===== src/sv/dstfm_pkg.sv =====
`timescale 1ns / 1ps
package dstfm_pkg;

   localparam int AdcBits     = 12;
   localparam int ReadingBits = 12;
   localparam int TicksBits   = 8;
   localparam int CodeBits    = 3;
   localparam int CsrIdxBits  = 4;

   // Readings wider than the converter are masked down to its resolution.
   localparam logic [ReadingBits-1:0] ReadMask =
      ReadingBits'((32'd1 << AdcBits) - 32'd1);

   localparam logic [TicksBits-1:0] PersistReset = TicksBits'(100);

   // Fault codes, lower value has priority
   localparam logic [CodeBits-1:0] CodeNone     = 3'd0;
   localparam logic [CodeBits-1:0] CodeExternal = 3'd1;
   localparam logic [CodeBits-1:0] CodeBus      = 3'd2;
   localparam logic [CodeBits-1:0] CodeHeatsink = 3'd3;
   localparam logic [CodeBits-1:0] CodeNtc      = 3'd4;
   localparam logic [CodeBits-1:0] CodeRail     = 3'd5;

   // Register indexes
   localparam logic [CsrIdxBits-1:0] RegBusHigh    = 4'd0;
   localparam logic [CsrIdxBits-1:0] RegBusLow     = 4'd1;
   localparam logic [CsrIdxBits-1:0] RegBusRecover = 4'd2;
   localparam logic [CsrIdxBits-1:0] RegHeatsink   = 4'd3;
   localparam logic [CsrIdxBits-1:0] RegNtc        = 4'd4;
   localparam logic [CsrIdxBits-1:0] RegRailLow    = 4'd5;
   localparam logic [CsrIdxBits-1:0] RegRailHigh   = 4'd6;
   localparam logic [CsrIdxBits-1:0] RegPersist    = 4'd7;

   typedef struct packed {
      logic                   tick;
      logic [ReadingBits-1:0] bus_reading;
      logic [ReadingBits-1:0] heatsink_reading;
      logic [ReadingBits-1:0] ntc_reading;
      logic [ReadingBits-1:0] rail_reading;
      logic                   external_fault;
   } req_payload_type;

   typedef struct packed {
      logic [CodeBits-1:0] fault_code;
      logic                save_request;
      logic                reset_request;
   } rsp_payload_type;

   function automatic logic [CodeBits-1:0] raise_code(input logic [CodeBits-1:0] held,
                                                      input logic [CodeBits-1:0] fresh);
      return (held == CodeNone || held > fresh) ? fresh : held;
   endfunction

   function automatic logic [TicksBits-1:0] count_down(input logic [TicksBits-1:0] cnt);
      return (cnt != '0) ? cnt - TicksBits'(1) : '0;
   endfunction

endpackage


===== src/sv/debounced_supply_temp_fault_monitor.sv =====
`timescale 1ns / 1ps
// Path: an accepted req beat enters the input register, then the check logic feeds the
//   result register. Throughput: 1 item per cycle while rsp_stall is low.
// The update is a compare level and a short priority mux chain.
// Reset (synchronous, active high): limits and reload value return to defaults,
//   counters load 100, fault latch and save flag clear, both pipeline stages empty.
module debounced_supply_temp_fault_monitor import dstfm_pkg::*; (
   input  logic                   clock,
   input  logic                   reset,
   input  logic                   req_valid,
   output logic                   req_stall,
   input  req_payload_type        req_payload,
   output logic                   rsp_valid,
   input  logic                   rsp_stall,
   output rsp_payload_type        rsp_payload,
   input  logic                   csr_valid,
   output logic                   csr_ready,
   input  logic [CsrIdxBits-1:0]  csr_index,
   input  logic [ReadingBits-1:0] csr_wdata
);

   logic                   in_valid_ff;
   req_payload_type        in_data_ff;
   logic                   out_valid_ff;
   rsp_payload_type        out_data_ff, out_data_in;
   logic                   advance;

   logic [ReadingBits-1:0] bus_high_ff, bus_low_ff, bus_recover_ff;
   logic [ReadingBits-1:0] heatsink_limit_ff, ntc_limit_ff, rail_low_ff, rail_high_ff;
   logic [TicksBits-1:0]   persist_ff;

   logic [TicksBits-1:0]   bus_cnt_ff, hs_cnt_ff, ntc_cnt_ff, rail_cnt_ff;
   logic [TicksBits-1:0]   bus_cnt_in, hs_cnt_in, ntc_cnt_in, rail_cnt_in;
   logic [CodeBits-1:0]    code_ff, code_in;
   logic                   saved_ff, saved_in;

   logic [ReadingBits-1:0] bus_rd, hs_rd, ntc_rd, rail_rd;
   logic [TicksBits-1:0]   bus_dn, hs_dn, ntc_dn, rail_dn;
   logic                   bus_out, hs_out, ntc_out, rail_out;
   logic                   bus_fault;
   logic [CodeBits-1:0]    code_ext, code_bus, code_hs, code_ntc, code_rail;

   // Stage 2 moves when it holds an item and the result register is free or draining.
   assign advance   = in_valid_ff && (!out_valid_ff || !rsp_stall);
   assign req_stall = in_valid_ff && !advance;
   assign csr_ready = 1'b1;

   assign rsp_valid   = out_valid_ff;
   assign rsp_payload = out_data_ff;

   always_ff @(posedge clock) begin
      if (reset) begin
         in_valid_ff  <= 1'b0;
         out_valid_ff <= 1'b0;
      end else begin
         if (!req_stall) begin
            in_valid_ff <= req_valid;
         end
         if (advance) begin
            out_valid_ff <= 1'b1;
         end else if (!rsp_stall) begin
            out_valid_ff <= 1'b0;
         end
      end
   end

   always_ff @(posedge clock) begin
      if (req_valid && !req_stall) begin
         in_data_ff <= req_payload;
      end
      if (advance) begin
         out_data_ff <= out_data_in;
      end
   end

   always_ff @(posedge clock) begin
      if (reset) begin
         bus_high_ff       <= ReadingBits'(3800);
         bus_low_ff        <= ReadingBits'(2000);
         bus_recover_ff    <= ReadingBits'(2800);
         heatsink_limit_ff <= ReadingBits'(3000);
         ntc_limit_ff      <= ReadingBits'(1000);
         rail_low_ff       <= ReadingBits'(1000);
         rail_high_ff      <= ReadingBits'(1600);
         persist_ff        <= PersistReset;
      end else if (csr_valid && csr_ready) begin
         unique case (csr_index)
            RegBusHigh:    bus_high_ff       <= csr_wdata;
            RegBusLow:     bus_low_ff        <= csr_wdata;
            RegBusRecover: bus_recover_ff    <= csr_wdata;
            RegHeatsink:   heatsink_limit_ff <= csr_wdata;
            RegNtc:        ntc_limit_ff      <= csr_wdata;
            RegRailLow:    rail_low_ff       <= csr_wdata;
            RegRailHigh:   rail_high_ff      <= csr_wdata;
            RegPersist:    persist_ff        <= csr_wdata[TicksBits-1:0];
            default: ;
         endcase
      end
   end

   always_ff @(posedge clock) begin
      if (reset) begin
         bus_cnt_ff  <= PersistReset;
         hs_cnt_ff   <= PersistReset;
         ntc_cnt_ff  <= PersistReset;
         rail_cnt_ff <= PersistReset;
         code_ff     <= CodeNone;
         saved_ff    <= 1'b0;
      end else if (advance) begin
         bus_cnt_ff  <= bus_cnt_in;
         hs_cnt_ff   <= hs_cnt_in;
         ntc_cnt_ff  <= ntc_cnt_in;
         rail_cnt_ff <= rail_cnt_in;
         code_ff     <= code_in;
         saved_ff    <= saved_in;
      end
   end

   assign bus_rd  = in_data_ff.bus_reading & ReadMask;
   assign hs_rd   = in_data_ff.heatsink_reading & ReadMask;
   assign ntc_rd  = in_data_ff.ntc_reading & ReadMask;
   assign rail_rd = in_data_ff.rail_reading & ReadMask;

   assign bus_dn  = count_down(bus_cnt_ff);
   assign hs_dn   = count_down(hs_cnt_ff);
   assign ntc_dn  = count_down(ntc_cnt_ff);
   assign rail_dn = count_down(rail_cnt_ff);

   assign bus_out  = (bus_rd > bus_high_ff) || (bus_rd < bus_low_ff);
   assign hs_out   = hs_rd > heatsink_limit_ff;
   assign ntc_out  = ntc_rd < ntc_limit_ff;
   assign rail_out = (rail_rd < rail_low_ff) || (rail_rd > rail_high_ff);

   assign code_ext = in_data_ff.external_fault ? raise_code(code_ff, CodeExternal) : code_ff;

   // Bus overrides anything but an external fault, including codes below it in rank.
   assign bus_fault = bus_out && (bus_dn == '0) && (code_ext != CodeExternal);
   assign code_bus  = bus_fault ? CodeBus : code_ext;
   assign code_hs   = (hs_out && hs_dn == '0) ? raise_code(code_bus, CodeHeatsink) : code_bus;
   assign code_ntc  = (ntc_out && ntc_dn == '0) ? raise_code(code_hs, CodeNtc) : code_hs;
   assign code_rail = (rail_out && rail_dn == '0) ? raise_code(code_ntc, CodeRail) : code_ntc;

   always_comb begin
      bus_cnt_in  = bus_cnt_ff;
      hs_cnt_in   = hs_cnt_ff;
      ntc_cnt_in  = ntc_cnt_ff;
      rail_cnt_in = rail_cnt_ff;
      code_in     = code_ext;
      saved_in    = saved_ff;
      out_data_in.save_request  = 1'b0;
      out_data_in.reset_request = 1'b0;
      if (in_data_ff.tick) begin
         bus_cnt_in  = bus_out  ? bus_dn  : persist_ff;
         hs_cnt_in   = hs_out   ? hs_dn   : persist_ff;
         ntc_cnt_in  = ntc_out  ? ntc_dn  : persist_ff;
         rail_cnt_in = rail_out ? rail_dn : persist_ff;
         code_in     = code_rail;
         if (bus_fault) begin
            saved_in = 1'b1;
         end
         out_data_in.save_request  = bus_fault && !saved_ff;
         out_data_in.reset_request = !bus_out && (code_ext == CodeBus) &&
                                     (bus_rd > bus_recover_ff);
      end
      out_data_in.fault_code = code_in;
   end

endmodule


===== config.mk =====
export PLATFORM = sky130hd
export DESIGN_NAME = debounced_supply_temp_fault_monitor
export DESIGN_NICKNAME = d
export VERILOG_FILES = /design/src/sv/dstfm_pkg.sv /design/src/sv/debounced_supply_temp_fault_monitor.sv
export SDC_FILE = /design/constraint.sdc
export NUM_CORES = 1
export LEC_CHECK = 0
export ABC_CLOCK_PERIOD_IN_PS = 4870
export BUFFER_PORTS_ARGS = -buffer_cell sky130_fd_sc_hd__buf_2
export CAP_MARGIN = 10
export CORE_MARGIN = 10
export CORE_UTILIZATION = 45
export CTS_CLUSTER_DIAMETER = 120
export CTS_CLUSTER_SIZE = 25
export DETAILED_ROUTE_END_ITERATION = 16
export SYNTH_ARGS = -nofsm -noshare
export SYNTH_HDL_FRONTEND = slang
export SYNTH_SLANG_ARGS = --single-unit

===== constraint.sdc =====
create_clock -name clock -period 4.87 [get_ports clock]
set_input_delay 0.974 -clock clock [delete_from_list [all_inputs] [get_ports clock]]
set_output_delay 0.974 -clock clock [all_outputs]
set_load 0.005 [all_outputs]

==> impl_results.md, run 1 <==
- Post-CTS setup repair buffer count: 0
- Initial cell density of the core: a little under half
- Final nets: 1249
- Post-CTS sizing: 0
- Top_reg_cell synth: dfxtp_1
- Fin cells: 1380
- Htree depth: 4
- Buffers on Ports: 77
- RePlAce Congestion: 0.864
- First-pass GRT wire length: 37400 µm
- Row Count: 53
- Fmax: 0.261 GHz
- All-Layer GR Usage: around 17%
- Routed vias/inst: 5.33
- Hold WS: ~0.46 ns
- Cells after DPL: 1348
- CP Class: flop to flop
- Mux cell area share after synthesis: 3.92%
- LEAKAGE: about 4.4 nW
- Post-route ant nets: 0
- Switching part of the total: 25.8%
- Synth Net Count: 1194
- Post-Synthesis Cell Area: ~9500 µm²
- Total wire length: 23000 µm
- MaxCap Viol Count: 0
- Cells after synthesis: about 1.0k
- Min cycle time layout: 3.83 ns
- Synthesized-area fraction occupied by and/or/nand/nor cells: 15.9%
- Status: complete, no violations
- RSZ-0062 raised after global routing: no
- Mapped Avg Cell Area: 9.16 µm²
- Crit. End Element: flop
- Reg2reg setup slack: ~1.0 ns
- CORE AREA: 20900 µm²
- I/O Pins: 79
- Total power: 3.32 mW
- Clk Latency, worst-skew pair: 0.43 ns
- Initial drt markers: 363
- Seq cells post-synth: approximately 190
- CP arrival: 4.19 ns
- Initial antenna violation count: 0
- Area growth syn-to-layout: 12.2%
- CP max FO: 10
- Clock sink count: about 190
- Req. time, crit path: 5.23 ns
- Vias: 7358
- Final hold violations: 0
- Skew final: 0.0123 ns
- Number of library cell types mapped by synthesis: 63
- YS warnings: 0
- Adder-cell share of the synthesized area: 11.3%
- Startpoint type of the worst setup path: flop
- End of the critical path: code_ff[0]
- Die W: 165 µm
- Slack of the critical path: roughly 1.0 ns
- Vias in the first global route: 7177
- DP Worst Slack: 1.05 ns
- TritonCTS buffer count: 17
- Wire per inst: ~17 µm
- Cts hold-fix bufs: 0
- EDFF count, synth: 55
- CTS tree: built
- Clock Power Share: 39.9%
- Crit Reg-Reg Endpoint: code_ff[0]
- Fin. max-slew vios: 0
- GRT overflow: 0
- R2R depth: 14
- Post-Synth XOR/XNOR Area: less than 1%
- Tcrit/Tclk final: 78.6%
- Critical path launch point: bus_rd[1]
- Clk buf depth: 2
- Max transition margin: 25.3%
- Largest family of logic cells by synthesized area: compound AO/OA/AOI/OAI gates
- Synth Area in Compound Gates: approximately 17%
- Tightest Pin Transition: 1.12 ns
- Most frequent cells in the layout: nand2_1 (141), dfxtp_1 (130), inv_1 (99)
- Peak supply drop: 239 µV
- NetSw: 0.859 mW
- Reg power frac: 50.4%
- Setup violators final: 0
- Setup TNS: 0 ns
- Reg-to-Reg Start: bus_rd[1]
- Register clock-pin slew on the reported worst setup and hold paths: 0.07 ns
- Detail Placement HPWL: 16200 µm
- Share of layout cells above drive strength 1: 12.0%
- Worst hold path type: flop to flop
- Commonest non-fill, non-tap cell in the layout: nand2_1
- Number of diodes: 0
- Die Span Y: around 170 µm
- Pwr dens: 312 nW/µm²
- Int Power: 2.46 mW
- Async SR Flop Fraction: 0%
- Pin count of the biggest net entering global routing: 46
- CTS root buf: clkbuf_16
- Logic pwr share: 9.7%
- Sequential share of the synthesized area: 44.8%
- Die area: ~27000 µm²
- DRC viols: 0
- Pre-antenna DRT Iters: 4
[registers in the layout (all words and copies together) (netlist names), 3 cells and up]
name and cells:
bus_cnt_ff 8, bus_high_ff 12, bus_low_ff 12, bus_rd 12, bus_recover_ff 12, code_ff 3
heatsink_limit_ff 12, hs_cnt_ff 8, hs_rd 12, ntc_cnt_ff 8, ntc_limit_ff 12, ntc_rd 12
persist_ff 8, rail_cnt_ff 8, rail_high_ff 12, rail_low_ff 12, rail_rd 12, rsp_payload 5
[worst max-delay path, cell delays in order (launching register included)]
cell and delay [ns]:
edfxtp_1 0.43, ha_1 0.31, nor2b_1 0.14, o211ai_1 0.17
a211oi_1 0.10, o41ai_1 0.62, a21oi_2 0.25, or3_1 0.41
ha_1 0.29, inv_1 0.05, or3_1 0.40, o31a_1 0.14
mux2i_1 0.14, nand4_1 0.13, a31oi_1 0.19
[power by group through the flow]
stage | clock (mW) | combinational, mW | sequential, mW
2_1_floorplan | 0 | 0.222 | 1.70
3_3_place_gp | 0 | 0.318 | 1.71
3_5_place_dp | 0 | 0.322 | 1.71
5_1_grt | 1.42 | 0.369 | 1.68
4_1_cts | 1.36 | 0.325 | 1.67
6_report | 1.33 | 0.322 | 1.67
[Yosys cell counts, types with 3 or more instances]
cell,count,share of area (%)
nand2_1,141,5.6
dfxtp_1,130,27
inv_1,100,4.0
ha_1,86,11
a21oi_1,73,3.8
nor2_1,67,2.6
edfxtp_1,55,17
o211ai_1,52,4.1
clkbuf_1,41,1.6
o21ai_0,40,2.1
mux2i_1,35,3.7
nor3_1,21,1.1
a211oi_1,20,1.6
nand4_1,15,0.99
a21o_1,14,1.1
nor2b_1,13,0.86
nand2b_1,11,0.72
or3_1,10,0.66
nor4_1,8,0.53
o31ai_1,7,0.55
o21a_1,6,0.47
o31a_1,6,0.55
nand3_1,5,0.26
nor3b_1,5,0.40
a31oi_1,4,0.26
and2_1,4,0.26
buf_4,4,0.32
nand3b_1,4,0.32
o21ai_1,4,0.21
xnor2_1,4,0.37
a221o_1,3,0.32
and3b_1,3,0.28
buf_1,3,0.12
o41ai_1,3,0.28
or4_1,3,0.24
[how the worst min path moves through the flow]
stage	from	to	slack, ns	depth (start not counted)
after CTS	bus_high_ff[1]	bus_high_ff[1]	0.46	2
final	bus_recover_ff[8]	bus_recover_ff[8]	0.46	2
after global placement	saved_ff	saved_ff	0.44	2
after global routing	heatsink_limit_ff[1]	heatsink_limit_ff[1]	0.48	2
after floorplan	saved_ff	saved_ff	0.43	2
after detailed placement	bus_high_ff[1]	bus_high_ff[1]	0.45	2
[routing by layer]
metal	vias up	wire, µm	global-route usage [%]
met2	146	10400	27.0
met5	-	0	0
met4	0	432	5.63
met1	3420	11300	23.3
met3	23	905	3.30
li1	3769	-	-
[stage by stage]
stage / util (%) / area, µm²
after global routing: 51.0 / 10700
after floorplan: - / 9500
after detailed placement: 48.3 / 10100
final: 51.0 / 10700
after global placement: 48.3 / 10100
after CTS: 51.0 / 10700
[cell families (layout without fill, tap and decap cells)]
kind of cell | Yosys count | in the layout
DFF | 185 | 185
adders and majority gates | 86 | 86
other | 1 | 1
AOI/OAI and AO/OA | 250 | 250
buffers and inverters | 151 | 219
and+or+nand+nor | 321 | 321
muxes | 37 | 37
xor gates and xnor gates | 6 | 6
[area by class of cell]
type                    count  area (µm²)
inverters                 100         375
fillers                  2014       10200
clock inverters            12         106
well taps                 275         344
repair buffers             87         460
multi-input cells         701        4660
clock buffers              20         457
flip-flops and latches    185        4250
No activity file was read; power rests on OpenSTA's default activity.
==> inputs of run 2 (changes only) <==
--- a/config.mk
+++ b/config.mk
@@ -5,7 +5,8 @@
 export SDC_FILE = /design/constraint.sdc
 export NUM_CORES = 1
 export LEC_CHECK = 0
-export ABC_CLOCK_PERIOD_IN_PS = 4870
+export ABC_AREA = 1
+export ABC_CLOCK_PERIOD_IN_PS = 3250
 export BUFFER_PORTS_ARGS = -buffer_cell sky130_fd_sc_hd__buf_2
 export CAP_MARGIN = 10
 export CORE_MARGIN = 10
@@ -13,6 +14,7 @@
 export CTS_CLUSTER_DIAMETER = 120
 export CTS_CLUSTER_SIZE = 25
 export DETAILED_ROUTE_END_ITERATION = 16
+export PLACE_DENSITY = 0.65
 export SYNTH_ARGS = -nofsm -noshare
 export SYNTH_HDL_FRONTEND = slang
 export SYNTH_SLANG_ARGS = --single-unit
==> constraint.sdc (replaced) <==
create_clock -name clock -period 3.25 [get_ports clock]
set_input_delay 0.65 -clock clock [delete_from_list [all_inputs] [get_ports clock]]
set_output_delay 0.65 -clock clock [all_outputs]
set_load 0.005 [all_outputs]
==> run 2 against run 1 <==
  * Clock skew rose by 0.0034 ns
  * Clock power grew 53%
  * Global-route usage fell by 0.80 points
  * First-iteration DRC count rose by 28%
  * Final area grew 2.5%
  * Combinational power rose by 70%
  * Critical path type unchanged
==> impl_results.md, run 2 <==
- Post-CTS setup repair buffer count: 0 (unchanged)
- Pin count of the biggest net entering global routing: 86 (was 46)
- All-Layer GR Usage: 16.4% (was 17.2%)
- Met1 Wirelength: 11400 µm (was 11300 µm)
- Top_reg_cell synth: dfxtp_1 (unchanged)
- Number of library cell types mapped by synthesis: 46 (was 63)
- Routed vias/inst: 5.05 (was 5.33)
- Buffers on Ports: 77 (unchanged)
- Max transition margin: 56.9% (was 25.3%)
- Clock sink count: 185 (unchanged)
- Met2 Wirelength: 10300 µm (was 10400 µm)
- Fin. max-slew vios: 0 (unchanged)
- Htree depth: 4 (unchanged)
- Die W: 166 µm (was 165 µm)
- DRC viols: 0 (unchanged)
- Post-CTS sizing: 0 (unchanged)
- Crit. End Element: flop (unchanged)
- Async SR Flop Fraction: 0% (unchanged)
- Setup violators final: 0 (unchanged)
- Setup TNS: 0 ns (unchanged)
- Total wire length: 22700 µm (was 23000 µm)
- CP arrival: 3.12 ns (was 4.19 ns)
- Min cycle time layout: 2.92 ns (was 3.83 ns)
- Cells after DPL: 1525 (was 1348)
- Post-synth top area cell: dfxtp_1 (unchanged)
- Post-route ant nets: 0 (unchanged)
- First-pass GRT wire length: 37900 µm (was 37400 µm)
- Share of layout cells above drive strength 1: 13.7% (was 12.0%)
- Row Count: 53 (unchanged)
- Hold WS: 0.384 ns (was 0.456 ns)
- Worst hold path type: input port to flop (was flop to flop)
- I/O Pins: 79 (unchanged)
- Synth Net Count: 1349 (was 1194)
- CP Class: flop to flop (unchanged)
- EDFF count, synth: 55 (unchanged)
- Worst hold stages: 1 (was 2)
- GRT overflow: 0 (unchanged)
- Top layer in use: met4 (unchanged)
- Sequential share of the synthesized area: 44.2% (was 44.8%)
- Post-synth top area share: 27.1% (was 27.4%)
- CORE AREA: 21000 µm² (was 20900 µm²)
- Area growth syn-to-layout: 13.6% (was 12.2%)
- Initial drt markers: 464 (was 363)
- LEAKAGE: 4.98 nW (was 4.40 nW)
- Post-Synthesis Cell Area: 9620 µm² (was 9500 µm²)
- Total power: 5.11 mW (was 3.32 mW)
- Vias in the first global route: 7579 (was 7177)
- Tcrit/Tclk final: 89.7% (was 78.6%)
- CP max FO: 8 (was 10)
- Top-count cell post-synth: nand2_1 (unchanged)
- Pre-antenna DRT Iters: 6 (was 4)
- RSZ-0062 raised after global routing: no (unchanged)
- Status: complete, no violations (unchanged)
- Skew final: 0.0157 ns (was 0.0123 ns)
- Tightest Pin Transition: 0.645 ns (was 1.12 ns)
- RePlAce Congestion: 0.850 (was 0.864)
- Cells after synthesis: 1192 (was 1037)
- Initial cell density of the core: 45.8% (was 45.5%)
- Clk Latency, worst-skew pair: 0.43 ns (about the same)
- Die area: 27600 µm² (was 27300 µm²)
- Vias: 7870 (was 7358)
- Detail Placement HPWL: 16500 µm (was 16200 µm)
- Pwr dens: 467 nW/µm² (was 312 nW/µm²)
- Top cells by count, synth: nand2_1 (206), inv_1 (178), a21oi_1 (130), dfxtp_1 (130), o21ai_0 (99) (was nand2_1 (141), dfxtp_1 (130), inv_1 (100))
- Commonest non-fill, non-tap cell in the layout: nand2_1 (unchanged)
- CTS root buf: clkbuf_16 (unchanged)
- Wire per inst: 14.6 µm (was 16.7 µm)
- Most frequent cells in the layout: nand2_1 (206), inv_1 (177), a21oi_1 (130), dfxtp_1 (130), o21ai_0 (99) (was nand2_1 (141), dfxtp_1 (130), inv_1 (99))
- Req. time, crit path: 3.45 ns (was 5.23 ns)
- Startpoint type of the worst setup path: flop (unchanged)
- Clk buf depth: 2 (unchanged)
- Register clock-pin slew on the reported worst setup and hold paths: 0.08 ns (was 0.07 ns)
- YS warnings: 0 (unchanged)
- CTS tree: built (unchanged)
- Die Span Y: 166 µm (was 165 µm)
- Mapped Avg Cell Area: 8.07 µm² (was 9.16 µm²)
- TritonCTS buffer count: 17 (unchanged)
- Peak supply drop: 376 µV (was 239 µV)
- Initial antenna violation count: 0 (unchanged)
- MaxCap Viol Count: 0 (unchanged)
- Fin cells: 1557 (was 1380)
- Fmax: 0.343 GHz (was 0.261 GHz)
- Seq cells post-synth: 185 (unchanged)
- Cts hold-fix bufs: 0 (unchanged)
- Fillers: 1952 (was 2014)
- Final hold violations: 0 (unchanged)
- Top cells by area, synth: dfxtp_1 (27%), edfxtp_1 (17%), ha_1 (11%) (unchanged)
- DR WL met3: 714 µm (was 905 µm)
- R2R depth: 22 (was 14)
- Number of diodes: 0 (unchanged)
- Final nets: 1426 (was 1249)
[run 2: changes by cell type after synthesis, moves of 15 or more]
cell	delta
a211oi_1	-19
a21oi_1	+57
inv_1	+78
mux2i_1	-35
nand2_1	+65
nand3_1	+32
nor2_1	+17
nor3_1	-15
o21ai_0	+59
[run 2: final timing paths]
check / end / start / slack [ns]
worst max-delay path: rsp_payload[2] / bus_rd[11] / 0.33
worst max register to register: rsp_payload[2] / bus_rd[11] / 0.33
worst min register to register: rail_high_ff[4] / rail_high_ff[4] / 0.46
worst min-delay path: bus_rd[5] / req_payload[42] / 0.38
[run 2: logic make-up after synthesis]
family	count (synthesis)	synth area share, %
DFF	185	44.2
other	1	0.0390
and+or+nand+nor	386	17.6
xor gates and xnor gates	4	0.364
adders and majority gates	86	11.2
AOI/OAI and AO/OA	305	17.7
buffers and inverters	225	8.86
[run 2: power by group]
| part | switching (mW) | internal [mW] | leakage [nW] |
|---|---|---|---|
| sequential | 0.0526 | 2.47 | 1.59 |
| combinational | 0.348 | 0.201 | 3.10 |
| clock | 1.01 | 1.03 | 0.283 |
[run 2: through the flow]
step	worst slack (ns)	util (%)	cell area (µm²)
after floorplan	0.547	-	9620
after global placement	0.425	49.2	10400
after detailed placement	0.332	49.2	10400
after CTS	0.321	52.0	10900
after global routing	0.0551	52.0	10900
final	0.333	52.0	10900
[run 2: worst max-delay path, stage by stage (launching register included)]
cell and delay, ns:
edfxtp_1 0.43, ha_1 0.32, nand2_1 0.07, inv_1 0.05, nand2_1 0.07, nor2_1 0.15, nand4_1 0.10, nand2_1 0.09
nand2_2 0.08, nand3_4 0.12, nand3_2 0.08, nor2_2 0.14, inv_1 0.06, ha_1 0.27, inv_1 0.04, nor2_2 0.15
inv_1 0.08, nand3b_2 0.08, nand2_1 0.06, nand3_1 0.07, nand2_1 0.06, nand2_2 0.07, inv_1 0.04
[run 2: cell type report]
cell class	count	area (µm²)	area share [%]
clock inverters	15	149	1.36
flip-flops and latches	185	4250	38.9
inverters	188	706	6.46
repair buffers	95	533	4.88
well taps	275	344	3.15
multi-input cells	782	4510	41.3
clock buffers	17	425	3.89
[run 2: metal layers]
| metal | up-vias | track usage [%] |
|---|---|---|
| li1 | 4142 | - |
| met5 | - | 0 |
| met2 | 135 | 26.7 |
| met4 | 0 | 3.74 |
| met1 | 3577 | 22.0 |
| met3 | 16 | 3.08 |
==> inputs of run 3 (changes only) <==
--- a/config.mk
+++ b/config.mk
@@ -15,6 +15,7 @@
 export CTS_CLUSTER_SIZE = 25
 export DETAILED_ROUTE_END_ITERATION = 16
 export PLACE_DENSITY = 0.65
+export REMOVE_ABC_BUFFERS = 1
 export SYNTH_ARGS = -nofsm -noshare
 export SYNTH_HDL_FRONTEND = slang
 export SYNTH_SLANG_ARGS = --single-unit
==> run 3 against run 2 <==
  * Fmax fell by 1.1%
  * Sequential cell count is the same
  * Clock power hardly changed
  * Combinational power is essentially flat
  * Largest cell class unchanged
==> impl_results.md, run 3 (same netlist as run 2, synthesis figures left out) <==
- Status: complete, no violations (unchanged)
- Post-CTS sizing: 0 (unchanged)
- GRT overflow: 0 (unchanged)
- Worst hold path type: input port to flop (unchanged)
- Commonest non-fill, non-tap cell in the layout: nand2_1 (unchanged)
- Post-route ant nets: 0 (unchanged)
- CP Class: flop to flop (unchanged)
- Final nets: 1423 (was 1426)
- Share of layout cells above drive strength 1: 13.4% (was 13.7%)
- Detail Placement HPWL: 15900 µm (was 16500 µm)
- Most frequent cells in the layout: nand2_1 (206), inv_1 (177), a21oi_1 (130), dfxtp_1 (130), o21ai_0 (99) (unchanged)
- Pre-antenna DRT Iters: 5 (was 6)
- I/O Pins: 79 (unchanged)
- All-Layer GR Usage: 16.4% (about the same)
- Wire per inst: 14.5 µm (was 14.6 µm)
- CP max stage delay: 0.43 ns (about the same)
- Die Span Y: 166 µm (unchanged)
- Vias: 7907 (was 7870)
- Total power: 5.14 mW (was 5.11 mW)
- Crit-path cells: ha_1 -> nand2_1 -> inv_1 -> nand2_1 -> a21oi_1 -> nor2_1 -> nand2_1 -> nand2_2 -> nand3_4 -> nand3_2 -> nor2_2 -> inv_1 -> ha_1 -> inv_1 -> nor2_2 -> inv_1 -> nand3b_2 -> nand2_1 -> nand3_1 -> nand2_1 -> nand2_2 -> inv_1 (was ha_1 -> nand2_1 -> inv_1 -> nand2_1 -> nor2_1 -> nand4_1 -> nand2_1 -> nand2_2 -> nand3_4 -> nand3_2 -> nor2_2 -> inv_1 -> ha_1 -> inv_1 -> nor2_2 -> inv_1 -> nand3b_2 -> nand2_1 -> nand3_1 -> nand2_1 -> nand2_2 -> inv_1)
- CORE AREA: 21000 µm² (unchanged)
- Total wire length: 22500 µm (was 22700 µm)
- Tcrit/Tclk final: 90.8% (was 89.7%)
- Register clock-pin slew on the reported worst setup and hold paths: 0.08 ns (about the same)
- Clk Latency, worst-skew pair: 0.44 ns (was 0.43 ns)
- Cts hold-fix bufs: 0 (unchanged)
- Startpoint type of the worst setup path: flop (unchanged)
- Initial cell density of the core: 45.8% (unchanged)
- Die area: 27600 µm² (unchanged)
- CTS tree: built (unchanged)
- Initial antenna violation count: 0 (unchanged)
- LEAKAGE: 4.96 nW (was 4.98 nW)
- Pwr dens: 470 nW/µm² (was 467 nW/µm²)
- Fmax: 0.339 GHz (was 0.343 GHz)
- Pin count of the biggest net entering global routing: 68 (was 86)
- CP arrival: 3.14 ns (was 3.12 ns)
- Clock sink count: 185 (unchanged)
- Final hold violations: 0 (unchanged)
- Vias in the first global route: 7667 (was 7579)
- Tightest Pin Transition: 0.642 ns (was 0.645 ns)
- RePlAce Congestion: 0.876 (was 0.850)
- Clk buf depth: 2 (unchanged)
- Buffers on Ports: 77 (unchanged)
- Crit. End Element: flop (unchanged)
- Die W: 166 µm (unchanged)
- RSZ-0062 raised after global routing: no (unchanged)
- Number of diodes: 0 (unchanged)
- Fillers: 1991 (was 1952)
- Min cycle time layout: 2.95 ns (was 2.92 ns)
- Req. time, crit path: 3.44 ns (was 3.45 ns)
- Skew final: 0.0125 ns (was 0.0157 ns)
- Post-CTS setup repair buffer count: 0 (unchanged)
- Fin. max-slew vios: 0 (unchanged)
- MaxCap Viol Count: 0 (unchanged)
- CP max FO: 8 (unchanged)
- Htree depth: 4 (unchanged)
- Setup violators final: 0 (unchanged)
- Initial drt markers: 463 (was 464)
- First-pass GRT wire length: 37800 µm (was 37900 µm)
- Peak supply drop: 340 µV (was 376 µV)
- Max transition margin: 57.1% (was 56.9%)
- Area growth syn-to-layout: 13.5% (was 13.6%)
- Routed vias/inst: 5.09 (was 5.05)
- DRC viols: 0 (unchanged)
- Row Count: 53 (unchanged)
- Slowest CP cell: edfxtp_1 (unchanged)
- Setup TNS: 0 ns (unchanged)
- CTS root buf: clkbuf_16 (unchanged)
- TritonCTS buffer count: 17 (unchanged)
[run 3: cell types whose count changed in the layout (fill, tap and decap cells not counted), sizes merged]
cell | before | now
buf | 95 | 92
clkinv | 4 | 2
bufinv | 0 | 1
clkbuf | 17 | 18
clkinvlp | 1 | 2
inv | 198 | 197
[run 3: per-stage QoR]
| stage | util (%) | std cells | hold WS [ns] | setup WS (ns) | instance area (µm²) |
|---|---|---|---|---|---|
| after floorplan | - | 1155 | 0.433 | 0.216 | 9470 |
| after global placement | 49.2 | 1522 | 0.441 | 0.432 | 10300 |
| after detailed placement | 49.2 | 1522 | 0.445 | 0.361 | 10300 |
| after CTS | 52.0 | 1554 | 0.364 | 0.312 | 10900 |
| after global routing | 52.0 | 1554 | 0.364 | 0.0148 | 10900 |
| final | 52.0 | 1554 | 0.382 | 0.300 | 10900 |
[run 3: power breakdown]
group	internal [mW]	switching (mW)
Combinational	0.202	0.347
Sequential	2.47	0.0523
Clock	1.09	0.977
Total	3.76	1.38
[run 3: worst max-delay path, delay by kind of cell, from the launching register on]
kind / cells / cell delay, ns
flip-flops: 1 / 0.43
buffers and inverters: 5 / 0.28
AO/OA/AOI/OAI: 1 / 0.17
adder cells (fa/ha/maj): 2 / 0.59
AND/OR/NAND/NOR: 14 / 1.23
[run 3: area by class of cell]
class,count,area [µm²],share of cell area (%)
Clock buffer,18,429,3.93
Multi-Input combinational cell,782,4510,41.3
Inverter,188,706,6.46
Timing Repair Buffer,92,523,4.79
Clock inverter,14,151,1.39
Sequential cell,185,4250,39.0
Tap cell,275,344,3.15
[run 3: final timing paths]
check	start	to	slack, ns	cells past startpoint
worst min-delay path	req_payload[22]	ntc_rd[9]	0.38	1
worst max register to register	bus_rd[7]	rsp_payload[2]	0.30	22
worst min register to register	ntc_limit_ff[10]	ntc_limit_ff[10]	0.46	2
worst max-delay path	bus_rd[7]	rsp_payload[2]	0.30	22
[run 3: metal layers]
layer | up-vias | GRT usage [%] | wire length (µm)
met5 | - | 0 | 0
met4 | 0 | 4.05 | 278
met3 | 23 | 3.62 | 1030
met2 | 149 | 27.7 | 10600
met1 | 3594 | 20.6 | 10500
li1 | 4141 | - | -
